<file path="config.mk">
export PLATFORM = sky130hd
export DESIGN_NAME = unicycle_trajectory_rollout
export DESIGN_NICKNAME = d
export VERILOG_FILES = /design/src/hw/rtl/ucr_pkg.sv /design/src/hw/rtl/ucr_dp.sv /design/src/hw/rtl/ucr_ctrl.sv /design/src/hw/rtl/unicycle_trajectory_rollout.sv
export SDC_FILE = /design/constraint.sdc
export NUM_CORES = 2
export LEC_CHECK = 0
export BUFFER_PORTS_ARGS = -buffer_cell sky130_fd_sc_hd__buf_4
export CORE_ASPECT_RATIO = 0.75
export CORE_MARGIN = 2
export CORE_UTILIZATION = 55
export CTS_CLUSTER_DIAMETER = 30
export DETAILED_ROUTE_END_ITERATION = 10
export HOLD_SLACK_MARGIN = 0.06
export PLACE_DENSITY = 0.71
export SKIP_CTS_REPAIR_TIMING = 1
export SYNTH_ARGS = -nofsm -noshare
export SYNTH_HDL_FRONTEND = slang
export SYNTH_HIERARCHICAL = 1
export SYNTH_SLANG_ARGS = --single-unit
</file>
<file path="constraint.sdc">
create_clock -name i_clk -period 24.2 [get_ports i_clk]
set_clock_uncertainty 0.15 [all_clocks]
set_input_delay 3.63 -clock i_clk [delete_from_list [all_inputs] [get_ports i_clk]]
set_output_delay 3.63 -clock i_clk [all_outputs]
set_load 0.01 [all_outputs]
</file>
<file path="src/hw/rtl/ucr_pkg.sv">
// ----------------------------------------------------------------------------
// Unicycle trajectory rollout package
// Payload types, controller states, datapath commands and the fixed-point
// constants shared by the controller, the datapath and the top level.
// ----------------------------------------------------------------------------
package ucr_pkg;

    // Input transaction: one motion candidate.
    typedef struct packed {
        logic signed [15:0] linear_speed;   // Q8.8 m/s
        logic signed [15:0] turn_rate;      // Q4.12 rad/s
        logic        [5:0]  horizon_ticks;  // 0.1 s ticks, zero selects default
    } t_in_item;

    // Output transaction: one trajectory point.
    typedef struct packed {
        logic signed [31:0] x_pos;          // Q16.16 m
        logic signed [31:0] y_pos;          // Q16.16 m
        logic               last_point;
    } t_out_item;

    // Widths of the horizon and the step counter, the horizon cap and the reset default horizon.
    localparam int HOR_W         = 6;
    localparam int STEP_W        = 7;
    localparam int HOR_LIMIT     = 63;
    localparam logic [HOR_W-1:0] DEF_HOR_RESET = 6'd20;

    // Arithmetic widths.
    localparam int ANG_W   = 32;   // binary angle
    localparam int CW      = 32;   // CORDIC x and y, Q2.30
    localparam int ZW      = 33;   // CORDIC residual angle
    localparam int VDT_W   = 34;   // speed times dt
    localparam int PROD_W  = VDT_W + CW;
    localparam int ATAN_IDX_W = 5;
    localparam int ATAN_ENTRIES = 24;

    // 0.1 s * 2^20 / (2 pi) in Q16: maps Q4.12 rad/s over one step to binary angle.
    localparam logic signed [31:0] HEAD_K    = 32'sd1093704441;
    // 0.1 in Q20.
    localparam logic signed [17:0] DT_Q20    = 18'sd104858;
    // Reciprocal of the CORDIC gain in Q30.
    localparam logic signed [CW-1:0] CORDIC_X0 = 32'sd652032874;

    typedef enum logic [2:0] {
        S_IDLE,
        S_PREP,
        S_FOLD,
        S_ITER,
        S_MUL_X,
        S_MUL_Y,
        S_ACC,
        S_EMIT
    } t_state;

    typedef enum logic [3:0] {
        OP_NONE,
        OP_LOAD,
        OP_PREP,
        OP_FOLD,
        OP_ITER,
        OP_MUL_X,
        OP_MUL_Y,
        OP_ACC,
        OP_EMIT
    } t_dp_op;

    typedef struct packed {
        t_dp_op                  op;
        logic [ATAN_IDX_W-1:0]   iter_idx;
        logic                    last;
    } t_dp_cmd;

    // atan(2^-i) * 2^32 / (2 pi), rounded to nearest
    function automatic logic [31:0] atan_value(input logic [ATAN_IDX_W-1:0] idx);
        logic [31:0] val;
        unique case (idx)
            5'd0:    val = 32'd536870912;
            5'd1:    val = 32'd316933406;
            5'd2:    val = 32'd167458907;
            5'd3:    val = 32'd85004756;
            5'd4:    val = 32'd42667331;
            5'd5:    val = 32'd21354465;
            5'd6:    val = 32'd10679838;
            5'd7:    val = 32'd5340245;
            5'd8:    val = 32'd2670163;
            5'd9:    val = 32'd1335087;
            5'd10:   val = 32'd667544;
            5'd11:   val = 32'd333772;
            5'd12:   val = 32'd166886;
            5'd13:   val = 32'd83443;
            5'd14:   val = 32'd41722;
            5'd15:   val = 32'd20861;
            5'd16:   val = 32'd10430;
            5'd17:   val = 32'd5215;
            5'd18:   val = 32'd2608;
            5'd19:   val = 32'd1304;
            5'd20:   val = 32'd652;
            5'd21:   val = 32'd326;
            5'd22:   val = 32'd163;
            5'd23:   val = 32'd81;
            default: val = 32'd0;
        endcase
        return val;
    endfunction

endpackage

</file>
<file path="src/hw/rtl/ucr_dp.sv">
// ----------------------------------------------------------------------------
// Unicycle rollout datapath
// Heading and speed scaling, iterative CORDIC, position multiply and
// accumulate, and the output payload register, all driven by commands.
// ----------------------------------------------------------------------------
module ucr_dp
    import ucr_pkg::*;
(
    input  logic      i_clk,
    input  t_dp_cmd   i_cmd,
    input  t_in_item  i_data,
    output t_out_item o_data
);

    logic signed [15:0]       r_v;
    logic signed [15:0]       r_w;
    logic signed [VDT_W-1:0]  r_vdt;
    logic [ANG_W-1:0]         r_dhead;
    logic [ANG_W-1:0]         r_heading;
    logic signed [CW-1:0]     r_cx;
    logic signed [CW-1:0]     r_cy;
    logic signed [ZW-1:0]     r_cz;
    logic                     r_flip;
    logic signed [PROD_W-1:0] r_prod;
    logic [31:0]              r_x_acc;
    logic [31:0]              r_y_acc;
    t_out_item                r_out;

    logic signed [47:0]       head_prod;
    logic [ANG_W-1:0]         dhead_next;
    logic signed [VDT_W-1:0]  vdt_next;
    logic                     flip;
    logic signed [ZW-1:0]     z_fold;
    logic signed [CW-1:0]     xs;
    logic signed [CW-1:0]     ys;
    logic signed [ZW-1:0]     atan_z;
    logic signed [CW-1:0]     cos_v;
    logic signed [CW-1:0]     sin_v;
    logic signed [CW-1:0]     mul_in;
    logic signed [PROD_W-1:0] prod_next;
    logic [31:0]              inc;

    // Heading increment, rounded half up.
    assign head_prod  = r_w * HEAD_K;
    assign dhead_next = head_prod[47:16] + {31'b0, head_prod[15]};
    assign vdt_next   = r_v * DT_Q20;

    // Fold the angle into the right half plane when it points left.
    assign flip   = r_heading[31] ^ r_heading[30];
    assign z_fold = {r_heading[31] ^ flip, r_heading[31] ^ flip, r_heading[30:0]};

    assign xs     = r_cx >>> i_cmd.iter_idx;
    assign ys     = r_cy >>> i_cmd.iter_idx;
    assign atan_z = $signed({1'b0, atan_value(i_cmd.iter_idx)});

    assign cos_v     = r_flip ? -r_cx : r_cx;
    assign sin_v     = r_flip ? -r_cy : r_cy;
    assign mul_in    = (i_cmd.op == OP_MUL_X) ? cos_v : sin_v;
    assign prod_next = r_vdt * mul_in;

    // Round to nearest by adding the bit just below the cut.
    assign inc = {{8{r_prod[PROD_W-1]}}, r_prod[PROD_W-1:42]} + {31'b0, r_prod[41]};

    always_ff @(posedge i_clk) begin
        unique case (i_cmd.op)
            OP_NONE: begin
            end
            OP_LOAD: begin
                r_v       <= i_data.linear_speed;
                r_w       <= i_data.turn_rate;
                r_x_acc   <= '0;
                r_y_acc   <= '0;
                r_heading <= '0;
            end
            OP_PREP: begin
                r_dhead <= dhead_next;
                r_vdt   <= vdt_next;
            end
            OP_FOLD: begin
                r_cx   <= CORDIC_X0;
                r_cy   <= '0;
                r_cz   <= z_fold;
                r_flip <= flip;
            end
            OP_ITER: begin
                if (!r_cz[ZW-1]) begin
                    r_cx <= r_cx - ys;
                    r_cy <= r_cy + xs;
                    r_cz <= r_cz - atan_z;
                end else begin
                    r_cx <= r_cx + ys;
                    r_cy <= r_cy - xs;
                    r_cz <= r_cz + atan_z;
                end
            end
            OP_MUL_X: begin
                r_prod <= prod_next;
            end
            OP_MUL_Y: begin
                r_x_acc <= r_x_acc + inc;
                r_prod  <= prod_next;
            end
            OP_ACC: begin
                r_y_acc   <= r_y_acc + inc;
                r_heading <= r_heading + r_dhead;
            end
            OP_EMIT: begin
                r_out.x_pos      <= r_x_acc;
                r_out.y_pos      <= r_y_acc;
                r_out.last_point <= i_cmd.last;
            end
        endcase
    end

    assign o_data = r_out;

endmodule

</file>
<file path="src/hw/rtl/ucr_ctrl.sv">
// ----------------------------------------------------------------------------
// Unicycle rollout controller
// Sequences each candidate through preparation, CORDIC iterations, position
// update and point emission; holds the default horizon and output valid.
// ----------------------------------------------------------------------------
module ucr_ctrl
    import ucr_pkg::*;
#(
    parameter int MAX_HORIZON_TICKS = 63,
    parameter int TRIG_ITERATIONS   = 16
) (
    input  logic             i_clk,
    input  logic             i_rst_n,
    input  logic             i_valid,
    input  logic [HOR_W-1:0] i_horizon,
    output logic             o_stall,
    output logic             o_valid,
    input  logic             i_stall,
    input  logic             i_cfg_valid,
    output logic             o_cfg_ready,
    input  logic [HOR_W-1:0] i_cfg_data,
    output t_dp_cmd          o_cmd
);

    localparam int IW   = (TRIG_ITERATIONS > 1) ? $clog2(TRIG_ITERATIONS) : 1;
    localparam int HCAP = (MAX_HORIZON_TICKS < HOR_LIMIT) ? MAX_HORIZON_TICKS : HOR_LIMIT;
    localparam logic [STEP_W-1:0] HCAP_V    = STEP_W'(HCAP);
    localparam logic [IW-1:0]     ITER_LAST = IW'(TRIG_ITERATIONS - 1);

    t_state              r_state;
    t_state              n_state;
    logic [IW-1:0]       r_iter;
    logic [IW-1:0]       n_iter;
    logic [STEP_W-1:0]   r_steps;
    logic [STEP_W-1:0]   n_steps;
    logic [HOR_W-1:0]    r_def_hor;
    logic                r_out_valid;
    logic                n_out_valid;

    logic                out_free;
    logic                accept;
    logic                emit;
    logic [HOR_W-1:0]    hor_raw;
    logic [STEP_W-1:0]   hor_eff;

    assign out_free = !r_out_valid || !i_stall;
    assign accept   = (r_state == S_IDLE) && i_valid;
    assign emit     = (r_state == S_EMIT) && out_free;

    assign hor_raw = (i_horizon == '0) ? r_def_hor : i_horizon;
    assign hor_eff = (STEP_W'(hor_raw) > HCAP_V) ? HCAP_V : STEP_W'(hor_raw);

    // Next state.
    always_comb begin
        n_state = r_state;
        unique case (r_state)
            S_IDLE:  if (i_valid) n_state = S_PREP;
            S_PREP:  n_state = S_FOLD;
            S_FOLD:  n_state = S_ITER;
            S_ITER:  if (r_iter == ITER_LAST) n_state = S_MUL_X;
            S_MUL_X: n_state = S_MUL_Y;
            S_MUL_Y: n_state = S_ACC;
            S_ACC:   n_state = S_EMIT;
            S_EMIT: begin
                if (out_free) begin
                    n_state = (r_steps == STEP_W'(1)) ? S_IDLE : S_FOLD;
                end
            end
        endcase
    end

    // Outputs and datapath commands.
    always_comb begin
        o_stall        = (r_state != S_IDLE);
        o_valid        = r_out_valid;
        o_cfg_ready    = 1'b1;
        o_cmd.op       = OP_NONE;
        o_cmd.iter_idx = ATAN_IDX_W'(r_iter);
        o_cmd.last     = (r_steps == STEP_W'(1));
        unique case (r_state)
            S_IDLE:  if (i_valid) o_cmd.op = OP_LOAD;
            S_PREP:  o_cmd.op = OP_PREP;
            S_FOLD:  o_cmd.op = OP_FOLD;
            S_ITER:  o_cmd.op = OP_ITER;
            S_MUL_X: o_cmd.op = OP_MUL_X;
            S_MUL_Y: o_cmd.op = OP_MUL_Y;
            S_ACC:   o_cmd.op = OP_ACC;
            S_EMIT:  if (out_free) o_cmd.op = OP_EMIT;
        endcase
    end

    // Counters and output valid.
    always_comb begin
        n_iter      = r_iter;
        n_steps     = r_steps;
        n_out_valid = r_out_valid;
        if (r_state == S_FOLD) begin
            n_iter = '0;
        end else if (r_state == S_ITER) begin
            n_iter = r_iter + IW'(1);
        end
        if (accept) begin
            n_steps = hor_eff + STEP_W'(1);
        end else if (emit) begin
            n_steps = r_steps - STEP_W'(1);
        end
        if (emit) begin
            n_out_valid = 1'b1;
        end else if (r_out_valid && !i_stall) begin
            n_out_valid = 1'b0;
        end
    end

    always_ff @(posedge i_clk) begin
        if (!i_rst_n) begin
            r_state     <= S_IDLE;
            r_iter      <= '0;
            r_steps     <= '0;
            r_out_valid <= 1'b0;
            r_def_hor   <= DEF_HOR_RESET;
        end else begin
            r_state     <= n_state;
            r_iter      <= n_iter;
            r_steps     <= n_steps;
            r_out_valid <= n_out_valid;
            if (i_cfg_valid && o_cfg_ready) begin
                r_def_hor <= (i_cfg_data == '0) ? HOR_W'(1) : i_cfg_data;
            end
        end
    end

endmodule

</file>
<file path="src/hw/rtl/unicycle_trajectory_rollout.sv">
// ----------------------------------------------------------------------------
// Unicycle trajectory rollout
// Rolls one motion candidate forward by Euler steps of 0.1 s from the local
// origin and streams out the predicted points.
// ----------------------------------------------------------------------------
// Each input transaction is one candidate (speed, turn rate, horizon); it
// produces horizon+1 output transactions, one per Euler step, with the final
// point flagged by last_point. A zero horizon uses the default register, and
// the horizon is capped at MAX_HORIZON_TICKS and at 63. The sine and
// cosine of each point come from a single CORDIC stage that performs one
// rotation per cycle, followed by one shared multiplier used for x and then
// y. A downstream stall keeps a finished point in the output register, and
// the block busy with its candidate, until the point is taken. The block
// takes one candidate at a time; o_stall rises once a candidate is accepted
// and falls after its last point is handed to the output register, so the
// next candidate is accepted while that last point still waits to be taken.
// ----------------------------------------------------------------------------
module unicycle_trajectory_rollout
    import ucr_pkg::*;
#(
    parameter int MAX_HORIZON_TICKS = 63,
    parameter int TRIG_ITERATIONS   = 16
) (
    input  logic             i_clk,
    input  logic             i_rst_n,
    // Candidate input channel.
    input  logic             i_valid,
    output logic             o_stall,
    input  t_in_item         i_data,
    // Trajectory point output channel.
    output logic             o_valid,
    input  logic             i_stall,
    output t_out_item        o_data,
    // Default horizon register write channel.
    input  logic             i_cfg_valid,
    output logic             o_cfg_ready,
    input  logic [HOR_W-1:0] i_cfg_data
);

    // Command bus from the controller to the datapath.
    t_dp_cmd cmd;

    // The controller owns all handshakes, the step and iteration counters and
    // the default horizon; it tells the datapath what to do each cycle.
    ucr_ctrl #(
        .MAX_HORIZON_TICKS (MAX_HORIZON_TICKS),
        .TRIG_ITERATIONS   (TRIG_ITERATIONS)
    ) u_ctrl (
        .i_clk       (i_clk),
        .i_rst_n     (i_rst_n),
        .i_valid     (i_valid),
        .i_horizon   (i_data.horizon_ticks),
        .o_stall     (o_stall),
        .o_valid     (o_valid),
        .i_stall     (i_stall),
        .i_cfg_valid (i_cfg_valid),
        .o_cfg_ready (o_cfg_ready),
        .i_cfg_data  (i_cfg_data),
        .o_cmd       (cmd)
    );

    // The datapath holds the pose, the CORDIC rotator, the position
    // multiplier and the output payload register.
    ucr_dp u_dp (
        .i_clk  (i_clk),
        .i_cmd  (cmd),
        .i_data (i_data),
        .o_data (o_data)
    );

    // A candidate is loaded only on an accepted input transaction.
    a_load_on_accept: assert property (@(posedge i_clk) disable iff (!i_rst_n)
        cmd.op == OP_LOAD |-> i_valid && !o_stall)
        else $error("datapath loaded without an accepted input transaction");

    // A new point never overwrites a point that is still waiting.
    a_emit_no_overwrite: assert property (@(posedge i_clk) disable iff (!i_rst_n)
        cmd.op == OP_EMIT |-> !o_valid || !i_stall)
        else $error("output point overwritten while stalled");

    // An emitted point shows up on the output in the next cycle.
    a_emit_shows: assert property (@(posedge i_clk) disable iff (!i_rst_n)
        cmd.op == OP_EMIT |=> o_valid)
        else $error("emitted point not presented");

    // After the last point the block is ready for the next candidate.
    a_last_frees: assert property (@(posedge i_clk) disable iff (!i_rst_n)
        cmd.op == OP_EMIT && cmd.last |=> !o_stall && o_data.last_point)
        else $error("block still busy after the last point");

endmodule

</file>
# Yosys cells after proc, flatten, opt, wreduce, memory -nomap -nowiden

Memories as Yosys holds them, arrays and structs flattened. A register that Yosys moved wholly into a read port is not among the register bits.
Cells that the tools add are included.

Bits of input ports: 49
Memories: 1
Bits in registers: 442
Memory bits (read-only): 960
Logic and storage cells: 111

$add $sub $neg: 16
Reductions and logical operators: 18
Eq/ne operators: 20
Shifts and indexed selects: 2
Multipliers: 3
Bitwise gates (word level): 3
Mux-type cells: 28

Memory list:

| memory          | words | bits a word | read ports | clocked after memory_dff | write ports | RTL line      | text |
|---|---|---|---|---|---|---|---|
| (no name shown) | 32    | 30          | 1          | 1                        | 0           | ucr_pkg.sv:76 | `unique case (idx)` |

Operator list:

| kind                                                | number |
|---|---|
| case mux 32 bit (2 select lines)                    | 5 |
| adder 32 bit                                        | 5 |
| two-way mux 32 bit                                  | 5 |
| case mux 33 bit (2 select lines)                    | 1 |
| multiplier 33 x 32 -> 65 bit                        | 1 |
| negator 32 bit                                      | 2 |
| >>> shifter 32 x 4 -> 32 bit                        | 2 |
| subtractor 32 bit                                   | 2 |
| multiplier 16 x 32 -> 48 bit, second input constant | 1 |
| adder 33 bit                                        | 1 |
| multiplier 16 x 17 -> 33 bit, second input constant | 1 |
| two-way mux 33 bit                                  | 1 |
| subtractor 33 bit                                   | 1 |
| adder 32 x 1 -> 32 bit                              | 1 |
| case mux 4 bit (8 select lines)                     | 1 |
| adder 24 x 2 -> 25 bit                              | 1 |
| case mux 3 bit (8 select lines)                     | 1 |
| == test 4 x 3 -> 1 bit, second input constant       | 4 |
| two-way mux 7 bit                                   | 2 |
| == test 3 bit, second input constant                | 4 |
| logical NOT 6 bit                                   | 2 |
| two-way mux 6 bit                                   | 2 |
| two-way mux 5 bit                                   | 2 |
| nonzero test 2 bit                                  | 5 |
| 24 further kinds                                    | 37 |

# Depth between registers and ports, before layout

Depth after elaboration: 7
Gate-level depth with buffers: 44
Depth with buffers taken out: 40

# By module

Netlist, hierarchy kept.

Modules (own cells, without submodules):

| module   | cells an instance | times used | area each (µm²) |
|---|---|---|---|
| ucr_dp   | 8,040             | 1          | 76,603.5 |
| ucr_ctrl | 155               | 1          | 1,237.4 |

# Worst setup path before layout

OpenSTA, ideal clock, no wires.

Kind: input to register
Start: input i_stall
End: register u_dp.r_prod[65], data pin
Slack: 10.868 ns
Stages on the path: 37
Library setup time: 0.260 ns
Path buffers: 3
Arrival: 12.922 ns
Required time: 23.790 ns
Path through: nand2_1 > nand3_1 > inv_1 > nor4bb_1 > buf_2 > buf_1 > buf_1 > nand2_1 > a21oi_1 > a21oi_1 > nor3_1 > nand2_1 > inv_1 > fa_1 > fa_1 > fa_1 > fa_1 > inv_1 > fa_1 > inv_1 > fa_1 > inv_1 > fa_1 > fa_1 > inv_1 > ha_1 > a21oi_1 > o21bai_1 > a21oi_1 > o21a_1 > o21ai_0 > a21oi_1 > a21oi_1 > a2111oi_0 > o21bai_1 > a21oi_1 > xnor2_1

RTL lines:

| element              | RTL line                          | text |
|---|---|---|
| from (decl)          | unicycle_trajectory_rollout.sv:32 | `input logic i_stall,` |
| to (signal assigned) | ucr_dp.sv:97                      | `r_prod <= prod_next;` |
| to (signal assigned) | ucr_dp.sv:101                     | `r_prod <= prod_next;` |
| to (decl)            | ucr_dp.sv:24                      | `logic signed [PROD_W-1:0] r_prod;` |

==> reports/metrics.yaml <==
cpPeakStageDelay_ps: 650
synth-xor-area-share_pct: 4.71
cpMostUsedCell: "fa_1"
yosysWarningCount: 6
crit_start: "i_valid"
min_path_type: "reg2reg"
die-area_um2: 145000
synth_edf_count: 381
muxShareOfSynthArea_pct: 3.28
setup_viol: 0
cts_root_buf: "clkbuf_16"
synth-simple-area-share_pct: 13.9
core_area_um2: 140000
ys_ff_latch: 402
crit_path_end_kind: "register"
drtIter0Drc: 5380
fin_crit_ps: 14420
fmax_ghz: 0.0693
synthAdderAreaFrac_pct: 45.1
firstDrtPassIters: 7
antenna_found_initial: 3
timing.rr.start: "u_dp/r_cx[0]"
grt_pass1_wl_um: 330000
portBuffers: 115
setup_tns_ps: 0
io_pins: 117
wl_um: 206000
met2_wirelength_um: 88200
synthFlopType: "edfxtp_1"
grt_max_degree: 79
finalHoldViolCount: 0
synth-compound-area-share_pct: 8.78
path_clk_slew_ps: 50
hold_depth: 0
syn-num-nets: 10300
topRoutingLayerUsed: "met5"
path_class: "in2reg"
start_util_pct: 55.4
dieHeight_um: 330
syn_area_per_cell_um2: 9.50
synth_top_family_by_area: "adder cells"
syn2layout_area_growth_pct: 7.11
final_common_cell: "inv_1"
antenna_left: 0
maxCapViolations: 0
cts_tree: "yes"
yosysSeqAreaShare_pct: 15.2
routedWlPerCell_um: 20.4
arrival_ps: 14690
cp_data_required_time_ps: 24470
rsz0062_at_grt: "no"
wl_met1_um: 90700
outcome: "finished, final reports clean"
clock_latency_ps: 690
worstMarginPinSlew_ps: 1040
final_cell_mix: "inv_1, fa_1, nand2_1"
drv_slew: 0
numCtsBuffers: 79
num_rows: 119
clockBufferDepth: 3
dr_wl_met3_um: 22400
syn_inst: 8195
slew_headroom_pct: 30.3
synth_area_um2: 77800
critical_path.max_fanout: 65
die_w_um: 438
cts_max_level: 3
reg2regPathDepth: 37
dp_hpwl_um: 159000
vias: 58300
gp_congestion: 0.957
overflow: 0
route.detailed.drc: 0
fin_crit_sh_pct: 59.6
drive_above_1_share_pct: 6.74
grt_usage_pct: 29.0
async_flop_share_pct: 0
grt_pass1_vias: 59900
final_nets: 10200
worstSetupStartpointType: "input port"
yosysUniqueCellTypes: 105
min_from: "u_dp/r_y_acc[19]"
avgViaCountPerCell: 5.78
slowest_stage: "buf_4"
cts_num_sinks: 402
registers in the layout, summed over array words and instances (netlist names):
name,flops
u_ctrl/o_valid,1
u_ctrl/r_def_hor,6
u_ctrl/r_iter,4
u_ctrl/r_state,3
u_ctrl/r_steps,7
u_dp/o_data,65
u_dp/r_cx,32
u_dp/r_cy,32
u_dp/r_cz,33
u_dp/r_dhead,32
u_dp/r_flip,1
u_dp/r_heading,32
u_dp/r_prod,25
u_dp/r_v,16
u_dp/r_vdt,33
u_dp/r_w,16
u_dp/r_x_acc,32
u_dp/r_y_acc,32
stage by stage:
stage	cells	hold slack (ps)	worst slack (ps)	cell area [um^2]	util, %
4_1_cts	10100	300	9890	83400	59.4
3_3_place_gp	9926	286	9360	80600	57.4
5_1_grt	10100	308	9190	83400	59.4
6_report	10100	296	9780	83400	59.4
3_5_place_dp	9926	297	9140	80600	57.4
2_1_floorplan	8195	283	10870	77800	-
critical path: cells and delay by family:
kind	cells	cell delay [ps]
xor+xnor	1	80
compound gates	13	3290
buf+inv	5	1580
simple gates	6	1640
fa+ha+maj	9	4380
routing by layer:
layer  track usage, %  up-vias
met3             7.53      355
li1                 -    26200
met2             42.6     2719
met4             6.72        4
met5                0        -
met1             43.0    29000
final cells by class:
class | instances | area [um^2]
Timing Repair Buffer | 207 | 1550
Fill cell | 11900 | 57000
Clock inverter | 58 | 741
Sequential cell | 402 | 11900
Inverter | 1493 | 5600
Clock buffer | 86 | 2000
Antenna cell | 2 | 5.00
Multi-Input combinational cell | 5949 | 59300
Tap cell | 1875 | 2350
synthesized netlist by cell type (all sizes together) (28+ instances only):
cell / count / area share, %
or3: 28 / 0.23
a21o: 133 / 1.3
inv: 1491 / 7.2
and3: 44 / 0.36
mux2i: 40 / 0.52
nand2b: 31 / 0.25
a211oi: 41 / 0.40
ha: 714 / 11
edfxtp: 381 / 15
buf: 61 / 0.39
a31oi: 54 / 0.44
xnor2: 246 / 2.8
a21oi: 355 / 2.3
nand2: 953 / 4.6
nor2: 403 / 1.9
o21ai: 229 / 1.5
nor2b: 45 / 0.36
xor2: 173 / 1.9
nand4: 36 / 0.30
fa: 1308 / 34
clkbuf: 290 / 1.4
mux4: 82 / 2.4
nand3: 79 / 0.51
o21a: 38 / 0.37
nor3: 110 / 0.76
and2: 437 / 3.5
o21bai: 41 / 0.40
cell families (layout without fill, tap and decap cells):
group	count (synthesis)	count (layout)
flip-flops	402	402
multiplexers	149	149
adder cells (fa/ha/maj)	2022	2022
buffers and inverters	1844	1844
AND/OR/NAND/NOR	2270	2270
other	2	4
AO/OA/AOI/OAI	1087	1087
XOR/XNOR	419	419
worst paths after layout:
check	end	slack, ps
worst max-delay path	u_dp/r_prod[65]	9780
worst max register to register	u_dp/r_prod[65]	11160
worst min register to register	u_dp/o_data[20]	300
worst min-delay path	u_dp/o_data[20]	300
Power is left out: the tool's default activity adds up to more than one toggle a clock period on the data nets, which glitch-free logic cannot reach.
